==> src/hw/rtl/dtid_pkg.sv <==
// Shared types, constants and latencies of the disparity to inverse depth pipeline.
`default_nettype none
package dtid_pkg;

  localparam int COL_W      = 12;
  localparam int DISP_W     = 21;
  localparam int MAP_W      = 13;
  localparam int BASE_W     = 20;
  localparam int CFG_DATA_W = 20;
  localparam int INV_W      = 32;

  localparam int XQ_W      = 22;
  localparam int ABS_W     = 21;
  localparam int RED_STEPS = 12;
  localparam int TH_W      = 31;
  localparam int X2_W      = 32;
  localparam int SIN_W     = 31;
  localparam int DEN_W     = 51;

  localparam logic [31:0]      PI_Q30  = 32'd3373259426;
  localparam logic [TH_W-1:0]  ONE_Q30 = 31'h4000_0000;
  localparam logic [INV_W-1:0] INV_MIN = 32'd262;
  localparam logic [INV_W-1:0] INV_MAX = 32'd2621440000;

  localparam int HORNER_N     = 5;
  localparam int HORNER_SHIFT = 35;
  localparam logic [6:0]  HORNER_K [HORNER_N] = '{7'd110, 7'd72, 7'd42, 7'd20, 7'd6};
  localparam logic [32:0] HORNER_M [HORNER_N] = '{
    33'd312361257, 33'd477218588, 33'd818089008, 33'd1717986918, 33'd5726623061
  };

  localparam int RED_LAT  = 1 + RED_STEPS + 2 + 1 + TH_W;
  localparam int SIN_LAT  = 1 + 3 * HORNER_N + 1;
  localparam int QUO_LAT  = 2 + INV_W + 1;
  localparam int PIPE_LAT = RED_LAT + SIN_LAT + QUO_LAT;

  typedef enum logic [1:0] {
    CLAMP_NONE = 2'd0,
    CLAMP_MIN  = 2'd1,
    CLAMP_MAX  = 2'd2
  } clamp_e;

  typedef enum logic {
    REG_MAP_SIZE = 1'b0,
    REG_BASELINE = 1'b1
  } cfg_reg_e;

  typedef struct packed {
    logic [TH_W-1:0] th;
    logic            neg;
    logic            zero;
  } angle_t;

  typedef struct packed {
    logic [SIN_W-1:0] mag;
    logic             neg;
    logic             zero;
  } sine_t;

endpackage
`default_nettype wire

==> src/hw/rtl/dtid_reduce.sv <==
// Period reduction, quarter-wave fold and angle scaling of one sine argument.
`default_nettype none
module dtid_reduce #(
  parameter int NW = 13
) (
  input  logic                      clk_i,
  input  logic                      en_i,
  input  logic [NW-1:0]             n_i,
  input  logic [dtid_pkg::XQ_W-1:0] xq_i,
  output dtid_pkg::angle_t          angle_o
);
  import dtid_pkg::*;

  localparam int PW = NW + 9;
  localparam int SW = PW + RED_STEPS - 1;
  localparam int RW = NW + 7;
  localparam int MW = RW + 32;
  localparam int DW = NW + 31;

  logic [PW-1:0] period, half, quarter;
  assign period  = {n_i, 9'd0};
  assign half    = PW'({n_i, 8'd0});
  assign quarter = PW'({n_i, 7'd0});

  logic [ABS_W-1:0] rem_q [RED_STEPS+1];
  logic             sgn_q [RED_STEPS+1];
  logic [ABS_W-1:0] abs_d;

  always_comb begin
    if (xq_i[XQ_W-1]) begin
      abs_d = ABS_W'(-xq_i);
    end else begin
      abs_d = ABS_W'(xq_i);
    end
  end

  always_ff @(posedge clk_i) begin
    if (en_i) begin
      rem_q[0] <= abs_d;
      sgn_q[0] <= xq_i[XQ_W-1];
    end
  end

  for (genvar g = 0; g < RED_STEPS; g++) begin : g_mod
    logic [SW-1:0]    cmp;
    logic [ABS_W-1:0] nxt;
    always_comb begin
      cmp = SW'(period) << (RED_STEPS - 1 - g);
      if (SW'(rem_q[g]) >= cmp) begin
        nxt = rem_q[g] - ABS_W'(cmp);
      end else begin
        nxt = rem_q[g];
      end
    end
    always_ff @(posedge clk_i) begin
      if (en_i) begin
        rem_q[g+1] <= nxt;
        sgn_q[g+1] <= sgn_q[g];
      end
    end
  end

  // Negative arguments wrap back into the period, then the second half folds onto the first.
  logic [PW-1:0] m0, f1_d, f1_q;
  logic          neg1_d, neg1_q;

  always_comb begin
    m0 = PW'(rem_q[RED_STEPS]);
    if (sgn_q[RED_STEPS] && m0 != '0) begin
      m0 = period - m0;
    end
    if (m0 >= half) begin
      f1_d   = m0 - half;
      neg1_d = 1'b1;
    end else begin
      f1_d   = m0;
      neg1_d = 1'b0;
    end
  end

  always_ff @(posedge clk_i) begin
    if (en_i) begin
      f1_q   <= f1_d;
      neg1_q <= neg1_d;
    end
  end

  logic [PW-1:0] f2_d;
  logic [RW-1:0] r_q;
  logic          neg2_q, zero2_q;

  always_comb begin
    if (f1_q > quarter) begin
      f2_d = half - f1_q;
    end else begin
      f2_d = f1_q;
    end
  end

  always_ff @(posedge clk_i) begin
    if (en_i) begin
      r_q     <= RW'(f2_d);
      neg2_q  <= neg1_q;
      zero2_q <= (f2_d == '0);
    end
  end

  logic [MW-1:0] prod;
  assign prod = MW'(r_q) * MW'(PI_Q30);

  logic [DW-1:0]   dr_q   [TH_W+1];
  logic [TH_W-1:0] qt_q   [TH_W+1];
  logic            dneg_q [TH_W+1];
  logic            dzero_q[TH_W+1];

  always_ff @(posedge clk_i) begin
    if (en_i) begin
      dr_q[0]    <= DW'(prod >> 8);
      qt_q[0]    <= '0;
      dneg_q[0]  <= neg2_q;
      dzero_q[0] <= zero2_q;
    end
  end

  for (genvar j = 0; j < TH_W; j++) begin : g_div
    logic [DW-1:0] cmp;
    logic [DW-1:0] nxt;
    logic          bit_d;
    always_comb begin
      cmp = DW'(n_i) << (TH_W - 1 - j);
      if (dr_q[j] >= cmp) begin
        nxt   = dr_q[j] - cmp;
        bit_d = 1'b1;
      end else begin
        nxt   = dr_q[j];
        bit_d = 1'b0;
      end
    end
    always_ff @(posedge clk_i) begin
      if (en_i) begin
        dr_q[j+1]    <= nxt;
        qt_q[j+1]    <= {qt_q[j][TH_W-2:0], bit_d};
        dneg_q[j+1]  <= dneg_q[j];
        dzero_q[j+1] <= dzero_q[j];
      end
    end
  end

  assign angle_o.th   = qt_q[TH_W];
  assign angle_o.neg  = dneg_q[TH_W];
  assign angle_o.zero = dzero_q[TH_W];

endmodule
`default_nettype wire

==> config.mk <==
export PLATFORM = sky130hd
export DESIGN_NAME = dtid_reduce
export DESIGN_NICKNAME = d
export VERILOG_FILES = /design/src/hw/rtl/dtid_pkg.sv /design/src/hw/rtl/dtid_reduce.sv
export SDC_FILE = /design/constraint.sdc
export NUM_CORES = 2
export LEC_CHECK = 0
export BUFFER_PORTS_ARGS = -buffer_cell sky130_fd_sc_hd__buf_2
export CAP_MARGIN = 10
export CORE_MARGIN = 2
export CORE_UTILIZATION = 55
export CTS_CLUSTER_SIZE = 12
export DETAILED_ROUTE_END_ITERATION = 12
export PLACE_DENSITY = 0.71
export SLEW_MARGIN = 25
export SYNTH_ARGS = -nofsm -noshare
export SYNTH_HDL_FRONTEND = slang
export SYNTH_SLANG_ARGS = --single-unit
==> constraint.sdc <==
create_clock -name clk_i -period 9.6 [get_ports clk_i]
set_input_delay 0.96 -clock clk_i [delete_from_list [all_inputs] [get_ports clk_i]]
set_output_delay 0.96 -clock clk_i [all_outputs]
set_load 0.02 [all_outputs]
==> results by group <==
Global routing
  – Largest net degree at the start of global routing: about 210
  – Gr usage total: between 20% and 30%
  – Wire length of the first global-routing pass: approximately 400000 um
  – Vias in the first global route: 72100
  – Antenna violations before repair: 3
  – Overflow after GRT: 0

STA
  – Hold violation total from the final report: 0
  – Number of failing setup endpoints in the final timing report: 0
  – Sum of negative setup slack: 0 ns
  – Maximum clock frequency: 130 MHz
  – Final critical-path required period: 7.67 ns
  – Worst clock skew on the final layout: 0.0579 ns
  – Slew @ Worst Pin: between 1 and 1.5 ns
  – Share of the clock period used by the worst path: ~80%
  – Worst slew margin relative to its limit: ~27%
  – Final Slew Violations: 0
  – Unrepaired setup endpoints after global routing: false

Clock tree
  – Post-cts sizing count: 0
  – H-tree level count: 4
  – CTS tree: built
  – Clock slew seen by the registers of the worst setup and hold paths: roughly 0.060 ns
  – Clk sinks: between 2000 and 2500
  – Max Root-Sink Buffers: 3
  – Buffer count from post-CTS setup fixing: 0
  – Master cell of the clock root buffer: sky130_fd_sc_hd__clkbuf_16
  – Clock latency at the later pin of the worst-skew pair: approximately 0.88 ns
  – Hold Buf Count CTS: 0
  – Number of buffers inserted during clock tree synthesis: between 200 and 250

Synth
  – Most used DFF post-synth: sky130_fd_sc_hd__edfxtp_1
  – Net count after synthesis: 10200
  – EDFF count, synth: between 2000 and 2500
  – Synthesis-stage register bit count: about 2300
  – Proportion of netlist area held by the largest area contributor: ~58%
  – Number of unique standard cell types used by synthesis: slightly below 100
  – Synth Area per Inst: around 13 um2
  – FFs w/ async S/R, synth: 0%
  – Synth Instances: between 9000 and 10000
  – Top-count cell post-synth: sky130_fd_sc_hd__edfxtp_1
  – Cell taking the most area after synthesis: sky130_fd_sc_hd__edfxtp_1
  – Sequential fraction of the synthesis area: between 50 and 60%
  – Cell Area, Synth: about 120000 um2
  – Top cells by area in the synthesized netlist: sky130_fd_sc_hd__edfxtp_1 58%, sky130_fd_sc_hd__ha_1 8.2%, sky130_fd_sc_hd__fa_1 4.1%
  – Yosys warning count: 0
  – Synth top cells by count: 2255 x sky130_fd_sc_hd__edfxtp_1, 773 x sky130_fd_sc_hd__ha_1, 595 x sky130_fd_sc_hd__inv_1

Setup path
  – Worst Path Arrival: roughly 8.4 ns
  – Maximum net fanout on the critical path: 7
  – Category of the most critical setup path: reg -> reg
  – Crit. End Element: register
  – Data required, critical path: a little over 10 ns
  – Startpoint kind of the worst setup timing path: register

Place
  – Number of I/O port buffers: just under 70
  – Half-perimeter wire length after placement: around 180000 um
  – Global placement routability congestion: roughly 0.93

Drt
  – 1st-iter DRT viols: 5713
  – Initial DRT Pass Iterations: 8
  – Routed length per placed instance: 20.7 um
  – Post-route antenna net violation count: 0
  – Total DRC errors in the routed layout: 0
  – Final Routed Wirelength: between 200000 and 300000 um
  – Detailed-route via count: 72300
  – Post-DR vias/cell: about 6

Status
  – Result of the run: completed

Flow run
  – Max-capacitance violation count: 0

Floorplan
  – Floorplan core area: 212000 um2
  – Overall die height: between 400 and 500 um
  – Standard-cell row count: roughly 170
  – Floorplan die area: ~220000 um2
  – Starting density of the core: a little under three fifths
  – Ports: 70
  – Die Span X: about 470 um

Layout
  – Layout Area Growth over Synthesis: 9.36%
  – Fillcell total: ~16000
  – Fraction of final layout cells with drive strength greater than 1: 7.01%
  – Number of nets at the end of the flow: slightly above 10000

Hold path
  – Tightest Hold Check Type: in -> reg
[layer usage]
metal | global-route usage, % | vias to the layer above | wire [um]
li1 | - | 34500 | -
met1 | 31.0 | 35300 | 109000
met2 | 39.4 | 2044 | 124000
met3 | 3.75 | 486 | 14500
met4 | 7.46 | 2 | 7860
met5 | 0 | - | 13
[flip-flops by register name (all words and copies together), names as in the netlist]
register / cells
dr_q: 1364
qt_q: 496
rem_q: 273
dneg_q: 32
dzero_q: 32
f1_q: 22
r_q: 20
sgn_q: 13
neg1_q: 1
neg2_q: 1
zero2_q: 1
[critical path, stage by stage (launching register included)]
cell and delay, ns:
sky130_fd_sc_hd__edfxtp_1 0.57, sky130_fd_sc_hd__inv_1 0.13, sky130_fd_sc_hd__fa_1 0.62, sky130_fd_sc_hd__inv_1 0.08, sky130_fd_sc_hd__fa_1 0.49, sky130_fd_sc_hd__inv_1 0.06
sky130_fd_sc_hd__fa_1 0.49, sky130_fd_sc_hd__inv_1 0.05, sky130_fd_sc_hd__fa_1 0.51, sky130_fd_sc_hd__inv_1 0.05, sky130_fd_sc_hd__fa_1 0.47, sky130_fd_sc_hd__inv_1 0.05
sky130_fd_sc_hd__fa_1 0.53, sky130_fd_sc_hd__inv_1 0.06, sky130_fd_sc_hd__fa_1 0.51, sky130_fd_sc_hd__inv_1 0.05, sky130_fd_sc_hd__ha_1 0.36, sky130_fd_sc_hd__a21oi_1 0.17
sky130_fd_sc_hd__o21ai_0 0.17, sky130_fd_sc_hd__a221oi_1 0.50, sky130_fd_sc_hd__o22ai_1 0.22, sky130_fd_sc_hd__a21o_1 0.28, sky130_fd_sc_hd__a211o_1 0.32, sky130_fd_sc_hd__a21o_1 0.24
sky130_fd_sc_hd__a2111o_1 0.43, sky130_fd_sc_hd__o2111ai_1 0.10
[through the flow]
step / area [um2] / instances / worst slack, ns / hold slack (ns) / utilization (%)
floorplan: 117000 / 9135 / 2.68 / 0.400 / -
global placement: 121000 / 11900 / 1.88 / 0.400 / 57.1
detailed placement: 121000 / 11900 / 1.90 / 0.405 / 57.1
CTS: 128000 / 12300 / 1.90 / 0.236 / 60.4
global route: 128000 / 12300 / 1.54 / 0.274 / 60.5
finish: 128000 / 12300 / 1.93 / 0.308 / 60.5
[final timing paths]
path / from / to / slack, ns / cells after the start
worst min register to register: qt_q[3][162] / qt_q[3][194] / 0.38 / 0
worst max register to register: r_q[3] / dr_q[0][34] / 1.93 / 25
worst max-delay path: r_q[3] / dr_q[0][34] / 1.93 / 25
worst min-delay path: xq_i[0] / rem_q[0][0] / 0.31 / 1
[logic make-up after synthesis]
logic type / Yosys count / share of synthesized area (%)
adders and majority gates: 1012 / 12.3
buffers and inverters: 761 / 2.60
DFF: 2255 / 57.7
AOI/OAI and AO/OA: 1500 / 7.99
muxes: 159 / 1.49
xor gates and xnor gates: 854 / 6.37
and+or+nand+nor: 2594 / 11.6
[layout by cell type, fill, tap and decap left out, types with 49 or more instances in the layout]
| cell type | synthesis | layout |
|---|---|---|
| sky130_fd_sc_hd__xnor2_1 | 450 | 450 |
| sky130_fd_sc_hd__a21boi_0 | 52 | 52 |
| sky130_fd_sc_hd__nor2_1 | 587 | 587 |
| sky130_fd_sc_hd__edfxtp_1 | 2255 | 2255 |
| sky130_fd_sc_hd__a21o_1 | 166 | 166 |
| sky130_fd_sc_hd__or4_1 | 63 | 63 |
| sky130_fd_sc_hd__buf_2 | 21 | 66 |
| sky130_fd_sc_hd__nand3_1 | 142 | 141 |
| sky130_fd_sc_hd__clkbuf_16 | 0 | 231 |
| sky130_fd_sc_hd__nand2_1 | 509 | 508 |
| sky130_fd_sc_hd__clkbuf_1 | 93 | 49 |
| sky130_fd_sc_hd__inv_1 | 595 | 583 |
| sky130_fd_sc_hd__xor2_1 | 404 | 404 |
| sky130_fd_sc_hd__fa_1 | 239 | 239 |
| sky130_fd_sc_hd__nor2b_1 | 97 | 96 |
| sky130_fd_sc_hd__ha_1 | 773 | 773 |
| sky130_fd_sc_hd__nor4_1 | 257 | 256 |
| sky130_fd_sc_hd__nand2b_1 | 122 | 122 |
| sky130_fd_sc_hd__mux2_2 | 115 | 115 |
| sky130_fd_sc_hd__o31ai_1 | 72 | 72 |
| sky130_fd_sc_hd__o21ai_0 | 374 | 374 |
| sky130_fd_sc_hd__nand4_1 | 134 | 134 |
| sky130_fd_sc_hd__o21a_1 | 66 | 66 |
| sky130_fd_sc_hd__a21oi_1 | 461 | 460 |
| sky130_fd_sc_hd__or3_1 | 109 | 108 |
| sky130_fd_sc_hd__nor3_1 | 267 | 266 |
[final cells by class]
| type | count | area (um2) | share of cell area, % |
|---|---|---|---|
| diodes | 3 | 7.51 | 0.00585 |
| flip-flops and latches | 2255 | 67700 | 52.7 |
| clock inverters | 102 | 1080 | 0.844 |
| well taps | 2821 | 3530 | 2.75 |
| clock buffers | 280 | 5960 | 4.65 |
| inverters | 599 | 2250 | 1.75 |
| repair buffers | 132 | 1110 | 0.865 |
| multi-input cells | 6119 | 46700 | 36.4 |
Power is not shown: default switching activity piles up to over one toggle a cycle in this logic, so the estimate is an artifact.
